File: config.mk
export PLATFORM = sky130hd
export DESIGN_NAME = lbi_root_div
export DESIGN_NICKNAME = d
export VERILOG_FILES = /design/src/rtl/linear_body_integrator_macros.svh /design/src/rtl/lbi_pkg.sv /design/src/rtl/lbi_root_div.sv
export SDC_FILE = /design/constraint.sdc
export NUM_CORES = 1
export LEC_CHECK = 0
export ABC_AREA = 1
export BUFFER_PORTS_ARGS = -buffer_cell sky130_fd_sc_hd__buf_2
export CORE_MARGIN = 10
export CORE_UTILIZATION = 35
export CTS_CLUSTER_DIAMETER = 50
export DETAILED_ROUTE_END_ITERATION = 7
export SYNTH_ARGS = -nofsm -noshare
export SYNTH_HDL_FRONTEND = slang
export SYNTH_SLANG_ARGS = --single-unit
File: constraint.sdc
create_clock -name clk -period 14.1 [get_ports clk]
set_input_delay 1.41 -clock clk [delete_from_list [all_inputs] [get_ports clk]]
set_output_delay 1.41 -clock clk [all_outputs]
set_load 0.005 [all_outputs]
File: src/rtl/linear_body_integrator_macros.svh
// Assertion macros for the linear body integrator RTL.
// Included by linear_body_integrator for its checks; no other dependencies.
`ifndef LINEAR_BODY_INTEGRATOR_MACROS_SVH
`define LINEAR_BODY_INTEGRATOR_MACROS_SVH

// Same-cycle implication, disabled in reset
`define LBI_ASSERT_NOW(lbl, clk, rst, ante, cons, msg) \
  lbl: assert property (@(posedge clk) disable iff (rst) (ante) |-> (cons)) else $error(msg);

// Next-cycle implication, disabled in reset
`define LBI_ASSERT_NEXT(lbl, clk, rst, ante, cons, msg) \
  lbl: assert property (@(posedge clk) disable iff (rst) (ante) |=> (cons)) else $error(msg);

`endif

File: src/rtl/lbi_pkg.sv
// Shared types, constants and helpers of the linear body integrator.
// No dependencies; imported by lbi_root_div, linear_body_integrator, lbi_checker and testbench.
package lbi_pkg;

  localparam int WORD_WIDTH = 32;
  localparam int FRAC_BITS  = 16;
  localparam int PROD_WIDTH = 2 * WORD_WIDTH;
  localparam int FM_WIDTH   = PROD_WIDTH - FRAC_BITS + 1;
  localparam int SUM_WIDTH  = FM_WIDTH + 1;

  typedef logic signed [WORD_WIDTH-1:0] word_t;

  typedef enum logic [1:0] {
    CMD_STEP     = 2'd0,
    CMD_LOAD_POS = 2'd1,
    CMD_LOAD_VEL = 2'd2,
    CMD_NOP      = 2'd3
  } lbi_cmd_t;

  typedef enum logic [2:0] {
    REG_ACCEL_X   = 3'd0,
    REG_ACCEL_Y   = 3'd1,
    REG_ACCEL_Z   = 3'd2,
    REG_INV_MASS  = 3'd3,
    REG_STEP_TIME = 3'd4,
    REG_MAX_SPEED = 3'd5,
    REG_DAMPING   = 3'd6,
    REG_ZERO_THR  = 3'd7
  } lbi_reg_t;

  typedef enum logic [3:0] {
    S_IDLE, S_SQ1, S_ROOT, S_CLAMP, S_CLAMPW, S_ACC, S_POS,
    S_VEL, S_SQ2, S_DAMP, S_ZERO, S_DONE
  } lbi_state_t;

  typedef enum logic {
    MODE_SQRT = 1'b0,
    MODE_DIV  = 1'b1
  } lbi_mode_t;

  // Control into and status out of the shared shift-subtract unit
  typedef struct packed {
    logic      start;
    lbi_mode_t mode;
  } lbi_unit_ctl_t;

  typedef struct packed {
    logic busy;
    logic done;
  } lbi_unit_sts_t;

  function automatic logic [WORD_WIDTH-1:0] mag(input word_t v);
    return v[WORD_WIDTH-1] ? (~v + 1'b1) : v;
  endfunction

  function automatic word_t sat_word(input logic signed [SUM_WIDTH-1:0] v);
    logic signed [SUM_WIDTH-1:0] hi;
    logic signed [SUM_WIDTH-1:0] lo;
    hi = SUM_WIDTH'({1'b0, {(WORD_WIDTH-1){1'b1}}});
    lo = -hi - 1'b1;
    if (v > hi) return word_t'(hi[WORD_WIDTH-1:0]);
    if (v < lo) return word_t'(lo[WORD_WIDTH-1:0]);
    return word_t'(v[WORD_WIDTH-1:0]);
  endfunction

endpackage

File: src/rtl/lbi_root_div.sv
// Shared iterative shift-subtract unit: 64-bit integer square root or
// 64-by-32 division with a 32-bit quotient, one result bit per cycle.
// Depends on lbi_pkg.
module lbi_root_div
  import lbi_pkg::*;
(
  input  logic                  clk,
  input  logic                  rst,
  input  lbi_unit_ctl_t         ctl,
  input  logic [PROD_WIDTH-1:0] operand,
  input  logic [WORD_WIDTH-1:0] divisor,
  output lbi_unit_sts_t         sts,
  output logic [WORD_WIDTH-1:0] result
);

  localparam int REM_WIDTH = WORD_WIDTH + 3;
  localparam int CNT_WIDTH = $clog2(WORD_WIDTH + 1);

  logic [REM_WIDTH-1:0]  rem;
  logic [PROD_WIDTH-1:0] src;
  logic [WORD_WIDTH-1:0] acc;
  logic [WORD_WIDTH-1:0] dvs;
  lbi_mode_t             mode;
  logic [CNT_WIDTH-1:0]  cnt;
  logic                  busy;
  logic                  done;

  logic [REM_WIDTH-1:0]  rem_sh;
  logic [REM_WIDTH-1:0]  trial;
  logic                  ge;

  // Form the shifted remainder and the trial subtrahend
  always_comb begin
    if (mode == MODE_SQRT) begin
      rem_sh = {rem[REM_WIDTH-3:0], src[PROD_WIDTH-1 -: 2]};
      trial  = {1'b0, acc, 2'b01};
    end else begin
      rem_sh = {rem[REM_WIDTH-2:0], src[PROD_WIDTH-1]};
      trial  = {3'b000, dvs};
    end
    ge = (rem_sh >= trial);
  end

  // Iterate one result bit per cycle
  always_ff @(posedge clk) begin
    if (rst) begin
      busy <= 1'b0;
      done <= 1'b0;
      cnt  <= '0;
    end else begin
      done <= 1'b0;
      if (ctl.start) begin
        busy <= 1'b1;
        cnt  <= '0;
        mode <= ctl.mode;
        dvs  <= divisor;
        acc  <= '0;
        if (ctl.mode == MODE_SQRT) begin
          rem <= '0;
          src <= operand;
        end else begin
          rem <= {3'b000, operand[PROD_WIDTH-1 -: WORD_WIDTH]};
          src <= {operand[WORD_WIDTH-1:0], {WORD_WIDTH{1'b0}}};
        end
      end else if (busy) begin
        rem <= ge ? (rem_sh - trial) : rem_sh;
        acc <= {acc[WORD_WIDTH-2:0], ge};
        src <= (mode == MODE_SQRT) ? (src << 2) : (src << 1);
        cnt <= cnt + 1'b1;
        if (cnt == CNT_WIDTH'(WORD_WIDTH - 1)) begin
          busy <= 1'b0;
          done <= 1'b1;
        end
      end
    end
  end

  assign sts.busy = busy;
  assign sts.done = done;
  assign result   = acc;

endmodule

* Word level (Yosys, flattened, before mapping)
Index checks and enable logic that the tools add are counted.
** Operators by class
- Shifts and indexed selects :: 0
- $lt $le $gt $ge :: 1
- $add $sub $neg :: 2
- Multipliers :: 0
- Divide/modulo/power cells :: 0
- Reduce and logical (&&, ||, !) cells :: 5
- Muxes and demuxes :: 15
- Equality and inequality tests :: 1
- Bitwise logic cells :: 2
** Operators by type and width (count)
- $mux 64 :: 4
- $mux 34 :: 4
- $mux 32 :: 2
- $ge 35x34->1 :: 1
- $mux 35 :: 1
- $sub 34x34->34 :: 1
- $add 6x1->6 const B :: 1
- $eq 6x5->1 const B :: 1
- $mux 1 :: 4
- $reduce_and 2->1 :: 2
- $reduce_or 3->1 :: 1
- $not 1->1 :: 2
- $reduce_bool 2->1 :: 1
- $reduce_or 2->1 :: 1
** Word-level totals
- Word-level logic and storage cells :: 34
- RAM bits :: 0
- Bits in latches :: 0
- Input bits :: 100
- Memories kept :: 0
- Output and inout bits :: 34
- Flip-flop bits (word level) :: 171
- Bits in read-only memories :: 0

* Logic depth before layout (Yosys ltp)
Gate-level depths: netlist of the first run.
- Word-level depth :: 5
- Depth in mapped cells :: 21

* Worst setup path before layout of the first run
No wires, ideal clock.
- Kind :: input-to-reg
- Start point :: input ctl[1] (netlist bit)
- End point :: register rem[0] (enable)
- Required time :: 13301 ps
- Arrival :: 10715 ps
- Stages :: 3
- Path buffers :: 1
- Slack :: 2587 ps
- Cells stage by stage :: inv_2 buf_2 o21ai_0
** On the way
- Word-level cells in the longest chain between the ends :: 2
** Ends and longest elaborated chain
- from (decl) :: RTL line lbi_root_div.sv:9 : input lbi_unit_ctl_t ctl,
- $reduce_bool 2->1 (no source line)
- $reduce_and 2->1 (no source line)
- to (signal assigned) :: RTL line lbi_root_div.sv:62 : rem <= {3'b000, operand[PROD_WIDTH-1 -: WORD_WIDTH]};
- to (signal assigned) :: RTL line lbi_root_div.sv:66 : rem <= ge ? (rem_sh - trial) : rem_sh;
- to (decl) :: RTL line lbi_root_div.sv:19 : logic [REM_WIDTH-1:0] rem;
No other way between the ends.
A chain may end at the register's enable or synchronous reset.

* Final worst setup path of the first run
- Start point :: register mode
- End point :: register rem[31], data pin
** On the way
- Word-level cells in the longest chain between the ends :: 5
** Ends and longest elaborated chain
- from (decl) :: RTL line lbi_root_div.sv:23 : lbi_mode_t mode;
- from (signal assigned) :: RTL line lbi_root_div.sv:55 : mode <= ctl.mode;
- $mux 35 or $mux 34 (tied branches) :: RTL line lbi_root_div.sv:34 : if (mode == MODE_SQRT) begin
- $sub 34x34->34 or $ge 35x34->1 (tied branches) :: RTL line lbi_root_div.sv:66, lbi_root_div.sv:41
- $mux 34 * :: RTL line lbi_root_div.sv:66
- $mux 34 * :: RTL line lbi_root_div.sv:65 : end else if (busy) begin
- $mux 34 * :: RTL line lbi_root_div.sv:52 : if (ctl.start) begin
Mark *: on every way between the ends. The rest lies on a longest branch, timed or not. The select of a mux whose other input is x is not followed.

==> reports/qor.yml, run 1 <==
run_status:
  outcome: "completed"
drt:
  dr.pass1.iters: 5
  routed_via_density: 4.85
  drtIter0Drc: 926
  via_count: 10100
  ant_nets: 0
  routedWlPerCell_um: 16.3
  drcViolationCount: 0
  finalWirelength_um: 34000
sta:
  skew_ns: 0.0257
  fin_crit_ns: 4.36
  worst_slew_pin_slew_ns: 1.17
  rsz0062_at_grt: "false"
  final-hold-violation-count: 0
  timing.final.crit_share_pct: 31.0
  fmax_ghz: 0.229
  finalSetupTns_ns: 0
  slew_headroom_pct: 21.5
  setup_violations: 0
  drv_slew: 0
  fin_hold_ws_ns: 0.516
clock_tree:
  post-cts-setup-buffers: 0
  cts_htree_levels: 4
  cts-root-buf: "clkbuf_16"
  cts_buffer_depth: 2
  cts_made_buffers: 17
  clk_pin_slew_ns: 0.07
  cts_sinks: 171
  cts_hold_buffers: 0
  cts_tree: "done"
  cts_resized: 0
  worstSkewPairLatency_ns: 0.45
global_routing:
  grt_use_total_pct: 16.6
  grt_pass1_wl_um: 53800
  grt_max_degree: 102
  grt_pass1_vias: 9932
  antenna_found_initial: 2
  overflow: 0
placed_design:
  dp_hpwl_um: 25400
  place_congestion: 0.912
  port_buffers: 133
worst_setup_path:
  cp-end-kind: "flop"
  worstSetupPathDepth: 18
  cp_top_family: "simple AND/OR/NAND/NOR gates"
  slowest_delay_ns: 0.73
  crit_type: "reg2reg"
  r2r_cells: 18
  cp_slowest_cell: "buf_4"
  startpoint_type: "flop"
  path_buf_inv: 4
  path_common_cell: "nand2_1"
  crit_fanout: 95
  crit_path_cell_trace: "inv_4 -> buf_4 -> or2_2 -> o21ai_0 -> inv_1 -> ha_1 -> nand2_1 -> inv_2 -> nand2_1 -> nand2_1 -> a21oi_2 -> nor2_4 -> nor2_8 -> nand2_8 -> nand2_2 -> nand2_1 -> nand2_1 -> nand2_1"
  crit_arrival_ns: 4.55
  crit_required_ns: 14.29
yosys:
  synth.net_count: 1667
  synth_flop_cell: "edfxtp_1"
  syn_inst: 1531
  async_flop_share_pct: 0
  synth.yosys.seq_area_share_pct: 44.0
  synth_edf_count: 163
  synth_area_mm2: 0.0115
  ys_ff_latch: 171
  yosys_warnings: 0
  syn_avg_cell_area_um2: 7.50
  synth_cell_types: 42
power:
  switching_share_pct: 36.8
  p_leak_nw: 6.33
  power_density_mw_per_mm2: 128
  intPower_mw: 1.06
  pwr-share-comb_pct: 33.7
  ir_worst_vdd_v: 0.0000667
  p_switching_mw: 0.615
  clockPowerShare_pct: 27.5
  seqPwrFrac_pct: 38.8
floorplanning:
  start_util_pct: 35.4
  die_w_um: 201
  die_y_um: 201
  ios: 134
  dieArea_mm2: 0.0404
  coreArea_mm2: 0.0325
  num_rows: 66
finish:
  areaGrowthSynthToFinish_pct: 13.7
  final_common_cell: "nand2_1"
  nets: 1763
  fillCellCount: 3371
  layout-drive-gt1-share_pct: 13.5
  final_cell_mix: "nand2_1 (490), inv_1 (283), edfxtp_1 (163), buf_2 (133), nand3_1 (95)"
min_path:
  hold_path_depth: 2
  hp-class: "reg2reg"
run:
  drv_cap: 0
## state kept, by name (all words and copies together), names as in the netlist
signal,count
src,64
rem,34
mode,1
done,1
result,32
busy,1
dvs,32
cnt,6
## final cells by class
type / count / area, um^2 / share of cell area, %
Clock buffer: 18 / 429 / 3.29
Sequential cell: 171 / 5050 / 38.7
Antenna cell: 2 / 5.00 / 0.0383
Clock inverter: 14 / 120 / 0.920
Inverter: 290 / 1090 / 8.36
Multi-Input combinational cell: 1006 / 5070 / 38.9
Tap cell: 442 / 553 / 4.24
Timing Repair Buffer: 141 / 726 / 5.56
## worst paths after layout
check,from,to,slack [ns]
setup reg to reg,mode,rem[31],9.74
hold reg to reg,cnt[3],cnt[3],0.52
hold / removal,cnt[3],cnt[3],0.52
setup / recovery,mode,rem[31],9.74
## worst reg2reg max path: cells and delay by family, from the launching register on
kind	cells	cell delay (ns)
flip-flops	1	0.42
buffers and inverters	4	1.45
AO/OA/AOI/OAI	2	0.32
AND/OR/NAND/NOR	11	1.63
adder cells (fa/ha/maj)	1	0.31
## cells in the mapped netlist, types with 2 or more instances
cell type,instances,share of area (%)
a21oi_1,22,0.96
and2_1,6,0.33
buf_1,8,0.26
buf_2,7,0.31
buf_4,2,0.13
buf_6,3,0.29
clkbuf_1,44,1.4
dfxtp_1,8,1.4
edfxtp_1,163,43
ha_1,35,3.8
inv_1,283,9.3
inv_2,6,0.20
nand2_1,490,16
nand2_2,4,0.22
nand3_1,95,4.1
nand3b_1,5,0.33
nand4_1,7,0.38
nor2_1,80,2.6
nor2_2,9,0.49
nor3_1,5,0.22
nor3b_1,3,0.20
nor4_1,2,0.11
o211ai_1,31,2.0
o21ai_0,94,4.1
o21bai_1,3,0.20
o221ai_1,32,2.4
o22ai_1,31,1.7
or2_2,25,1.4
xnor2_1,14,1.1
xor2_1,2,0.15
## through the flow
step                area [um^2]  utilization [%]  std cells  power, mW  worst slack (ns)
floorplan                 11500                -       1531       1.07              2.59
global placement          12500             38.5       2050       1.21              9.49
detailed placement        12500             38.5       2050       1.22              9.43
CTS                       13000             40.2       2082       1.68              9.74
global route              13100             40.2       2084       1.78              9.35
finish                    13100             40.2       2084       1.67              9.74
## power by group through the flow
stage / Sequential (mW) / Clock, mW / Combinational [mW]
floorplan: 0.663 / 0 / 0.405
global placement: 0.658 / 0 / 0.553
detailed placement: 0.659 / 0 / 0.557
CTS: 0.648 / 0.469 / 0.561
global route: 0.653 / 0.489 / 0.640
finish: 0.648 / 0.460 / 0.563
## kinds of logic (layout without fill, tap and decap cells)
kind of cell	after synthesis	after routing	share of synthesized area (%)
and+or+nand+nor	737	737	27.2
xor gates and xnor gates	16	16	1.22
other	0	2	0
muxes	1	1	0.0872
buffers and inverters	354	463	11.9
DFF	171	171	44.0
adders and majority gates	36	36	3.99
AOI/OAI and AO/OA	216	216	11.6
## per-layer routing
| layer | vias up | share of wire, % | track usage [%] |
|---|---|---|---|
| li1 | 5149 | - | - |
| met1 | 4657 | 47 | 22.8 |
| met2 | 264 | 46 | 26.2 |
| met3 | 32 | 5.0 | 2.73 |
| met4 | 0 | 1.8 | 4.73 |
| met5 | - | 0 | 0 |
No activity file was read; power rests on OpenSTA's default activity.
==> run 2, diff against run 1 <==
Clock period 14.1 ns to 3.65 ns, I/O delays scaled along.
==> run 2 against run 1 <==
  * Wire length up 4.0%
  * Critical path depth down 1
  * Final area up 1.6%
  * Global-route usage up 0.74 points
  * Hold slack worse by 0.42 ns
  * Sequential cell count unchanged
  * Clock skew down 0.0091 ns
  * Final cell count up 0.62%
  * Largest cell class unchanged
==> reports/qor.yml, run 2 (synthesis results as in run 1) <==
drt:
  drcViolationCount: 0
  via_count: 10300
  drtIter0Drc: 942
  wl_met3_um: 2070
  dr.pass1.iters: 5
  wl_met2_um: 15900
  routed_via_density: 4.91
  met1_length_um: 16800
  routedWlPerCell_um: 16.9
  ant_nets: 0
  finalWirelength_um: 35400
  top_layer: "met4"
floorplanning:
  dieArea_mm2: 0.0404
  die_y_um: 201
  ios: 134
  die_w_um: 201
  start_util_pct: 35.4
  coreArea_mm2: 0.0325
  num_rows: 66
global_routing:
  overflow: 0
  grt_max_degree: 112
  antenna_found_initial: 0
  grt_pass1_vias: 10100
  grt_use_total_pct: 17.3
  grt_pass1_wl_um: 56000
power:
  switching_share_pct: 37.5
  p_switching_mw: 2.50
  p_total_mw: 6.65
  power_density_mw_per_mm2: 502
  pwr-share-comb_pct: 33.7
  clockPowerShare_pct: 28.6
  ir_worst_vdd_v: 0.000376
  p_leak_nw: 6.44
  seqPwrFrac_pct: 37.7
  intPower_mw: 4.15
placed_design:
  place_area_mm2: 0.0126
  dp_hpwl_um: 26700
  port_buffers: 133
  place_congestion: 0.966
finish:
  n_antenna_cell: 0
  reg.largest.list: "src: 64 flops, rem: 34 flops"
  layout-drive-gt1-share_pct: 14.6
  areaGrowthSynthToFinish_pct: 15.5
  top_register: "src"
  final_common_cell: "nand2_1"
  nets: 1778
  largest_reg_flops: 64
  final_cell_mix: "nand2_1 (490), inv_1 (283), edfxtp_1 (163), buf_2 (133), nand3_1 (95)"
  stdcell_area_mm2: 0.0133
sta:
  rsz0062_at_grt: "false"
  worst_slew_pin_slew_ns: 1.11
  finalSetupTns_ns: 0
  final-hold-violation-count: 0
  fmax_ghz: 0.294
  slew_headroom_pct: 26.1
  skew_ns: 0.0167
  fin_crit_ns: 3.40
  drv_slew: 0
  timing.final.crit_share_pct: 93.1
  setup_violations: 0
clock_tree:
  cts_buffer_depth: 2
  cts_tree: "done"
  cts_sinks: 171
  cts_made_buffers: 17
  worstSkewPairLatency_ns: 0.45
  cts_htree_levels: 4
  cts-root-buf: "clkbuf_16"
  post-cts-setup-buffers: 0
  clk_pin_slew_ns: 0.08
worst_setup_path:
  crit_required_ns: 3.84
  r2r_cells: 17
  r2r_slack_ns: 0.25
  crit_fanout: 31
  cp-end-kind: "flop"
  startpoint_type: "flop"
  crit_arrival_ns: 3.58
  crit_type: "reg2reg"
run_status:
  outcome: "completed"
min_path:
  hold_path_depth: 1
  hp-class: "in2reg"
run:
  drv_cap: 0
==> run 2: cell types whose count changed in the layout (fill, tap and decap cells not counted), sizes merged <==
cell      previous run  this run
buf                141       156
clkinv              10         6
inv                292       296
diode                2         0
clkbuf              18        17
clkinvlp             1         2
==> run 2: timing repair <==
item,in CTS,in global routing
hold endpoints to repair,0,0
hold buffers,0,0
gates resized for setup,0,1
setup endpoints to repair,0,4
==> run 2: layer usage <==
layer  GRT usage (%)  up-vias
li1                -     5184
met1            23.9     4761
met2            27.2      307
met3            3.02       38
met4            5.03        0
met5               0        -
==> run 2: per-stage QoR <==
step / cells / setup WS [ns] / utilization [%] / hold WS (ns)
global route: 2097 / 0.0210 / 40.9 / 0.0697
floorplan: 1531 / 0.519 / - / 0.464
CTS: 2097 / 0.243 / 40.8 / 0.0725
global placement: 2065 / 0.252 / 39.0 / 0.487
detailed placement: 2065 / 0.259 / 39.0 / 0.507
finish: 2097 / 0.253 / 40.9 / 0.0915
==> run 2: power groups by stage <==
stage | sequential (mW) | clock (mW) | combinational [mW]
after floorplan | 2.52 | 0 | 1.57
after global placement | 2.55 | 0 | 2.22
after detailed placement | 2.55 | 0 | 2.21
after CTS | 2.51 | 1.94 | 2.23
after global routing | 2.53 | 2.02 | 2.54
final | 2.51 | 1.90 | 2.24
==> run 2: critical path, stage by stage (launching register included) <==
cell	delay, ns
edfxtp_1	0.50
buf_12	0.22
o21ai_0	0.52
inv_1	0.12
ha_1	0.39
nand2_1	0.14
inv_1	0.05
nand2_1	0.06
nand2_1	0.08
nand2_1	0.07
nand2_1	0.06
inv_1	0.08
nand3_2	0.10
nand2_4	0.11
buf_4	0.29
nand3_1	0.13
nand3_1	0.12
nand2_1	0.06
==> run 2: worst paths after layout <==
kind | end | start
max | rem[10] | mode
min | dvs[27] | divisor[27]
max reg2reg | rem[10] | mode
min reg2reg | cnt[3] | cnt[3]
==> run 2: final cells by class <==
type	count	area, um^2
clock buffer	17	425
clock inverter	15	180
fill	3340	19200
inverter	290	1090
multi-input combinational	1006	5070
sequential	171	5050
tap	442	553
timing repair buffer	156	880
==> run 3, diff against run 2 <==
Settings changed: CORE_UTILIZATION 35 to 40.
==> run 3 against run 2 <==
  * Final cell count shrank 3.3%
  * Die area fell by 11%
  * Register-to-register slack gained 0.06 ns
  * Sequential share of layout area rose by 0.40 points
  * Non-clock buffer count down 6
  * Critical endpoint is now rem[21]
  * Largest cell class unchanged
==> reports/qor.yml, run 3 (synthesis results as in run 1) <==
placed_design:
  port_buffers: 133
  place_inst: 1995
  place_congestion: 0.977
  dp_hpwl_um: 25800
  dp_slack_ns: 0.361
clock_tree:
  cts_resized: 0
  cts_made_buffers: 17
  cts_htree_levels: 4
  cts_sinks: 171
  cts-root-buf: "clkbuf_16"
  clk_pin_slew_ns: 0.09
  cts_buffer_depth: 2
  post-cts-setup-buffers: 0
  cts_tree: "done"
  worstSkewPairLatency_ns: 0.45
  cts_hold_buffers: 0
global_routing:
  grt_use_total_pct: 18.8
  grt_pass1_vias: 9931
  overflow: 0
  antenna_found_initial: 0
  grt_max_degree: 66
  grt_pass1_wl_um: 54000
sta:
  final-hold-violation-count: 0
  finalSetupTns_ns: 0
  timing.final.crit_share_pct: 91.4
  rsz0062_at_grt: "false"
  skew_ns: 0.0218
  fmax_ghz: 0.300
  setup_violations: 0
  fin_crit_ns: 3.34
  layout_setup_ws_ns: 0.313
  worst_slew_pin_slew_ns: 1.12
  slew_headroom_pct: 25.3
  drv_slew: 0
floorplanning:
  die_y_um: 189
  start_util_pct: 41.0
  ios: 134
  dieArea_mm2: 0.0359
  die_w_um: 189
  coreArea_mm2: 0.0280
  num_rows: 61
drt:
  routedWlPerCell_um: 16.9
  drtIter0Drc: 992
  via_count: 10200
  routed_via_density: 5.05
  ant_nets: 0
  drcViolationCount: 0
  dr.pass1.iters: 5
  finalWirelength_um: 34200
worst_setup_path:
  cp-end-kind: "flop"
  r2r_cells: 17
  reg2reg_to: "rem[21]"
  reg2reg_from: "mode"
  r2r_slack_ns: 0.31
  crit_fanout: 39
  crit_type: "reg2reg"
  cp-startpoint: "mode"
  startpoint_type: "flop"
  crit_required_ns: 3.84
  crit_path_end: "rem[21]"
  crit_arrival_ns: 3.53
finish:
  top_register: "src"
  layout-drive-gt1-share_pct: 14.3
  fillCellCount: 2861
  regArea_mm2: 0.00505
  utilization_pct: 46.8
  nets: 1772
  largest_reg_flops: 64
  n_antenna_cell: 0
  reg.largest.list: "src: 64 flops, rem: 34 flops"
  final_common_cell: "nand2_1"
  final_cell_mix: "nand2_1 (490), inv_1 (283), edfxtp_1 (163), buf_2 (133), nand3_1 (95)"
  areaGrowthSynthToFinish_pct: 14.3
  layout.cells.non_filler: 2027
  multi_input_area_mm2: 0.00507
power:
  p_total_mw: 6.62
  power_density_mw_per_mm2: 505
  ir_worst_vdd_v: 0.000353
  p_leak_nw: 6.41
run_status:
  outcome: "completed"
min_path:
  hp-class: "in2reg"
run:
  drv_cap: 0
## run 3: final cells by class
cell class | count | share of cell area [%]
multi-input combinational | 1006 | 38.7
sequential | 171 | 38.5
inverter | 290 | 8.32
timing repair buffer | 150 | 6.33
tap | 378 | 3.60
clock buffer | 18 | 3.43
clock inverter | 14 | 1.12
## run 3: worst max-delay path, stage by stage (launching register included)
cell and delay (ns):
edfxtp_1 0.44, buf_4 0.28, o21ai_0 0.52, inv_1 0.10, ha_1 0.38, nand2_1 0.09
nand2_1 0.08, nand2_1 0.07, nand2_1 0.08, nand2_1 0.07, nand2_1 0.07, inv_1 0.08
nand3_2 0.11, nand2_4 0.11, buf_4 0.29, nand3_1 0.11, nand3_1 0.15, nand2_1 0.07
## run 3: worst min-delay path by stage
| stage | startpoint | slack (ns) | depth (start not counted) | endpoint |
|---|---|---|---|---|
| 6_report | divisor[28] | 0.08 | 1 | dvs[28] |
| 5_1_grt | divisor[4] | 0.07 | 1 | dvs[4] |
| 4_1_cts | divisor[4] | 0.08 | 1 | dvs[4] |
| 3_5_place_dp | cnt[3] | 0.50 | 2 | cnt[3] |
| 3_3_place_gp | cnt[3] | 0.49 | 2 | cnt[3] |
| 2_1_floorplan | divisor[0] | 0.46 | 0 | dvs[0] |
## run 3: per-layer routing
metal | global-route usage, % | vias up | share of wire, %
met4 | 3.82 | 0 | 1.1
met5 | 0 | - | 0
met2 | 28.8 | 294 | 45
met1 | 27.0 | 4734 | 49
li1 | - | 5172 | -
met3 | 3.25 | 27 | 5.2
## run 3: per-stage QoR
| step | instance area [um^2] | hold WS, ns |
|---|---|---|
| 2_1_floorplan | 11500 | 0.464 |
| 3_3_place_gp | 12500 | 0.489 |
| 3_5_place_dp | 12500 | 0.503 |
| 4_1_cts | 13100 | 0.0754 |
| 5_1_grt | 13100 | 0.0733 |
| 6_report | 13100 | 0.0832 |
## run 3: where the power goes
| group | switching (mW) | internal, mW | total, mW | leakage, nW |
|---|---|---|---|---|
| logic | 1.50 | 0.737 | 2.23 | 4.46 |
| clock network | 0.933 | 0.957 | 1.89 | 0.296 |
| registers | 0.0803 | 2.42 | 2.50 | 1.65 |
| total | 2.51 | 4.11 | 6.62 | 6.41 |
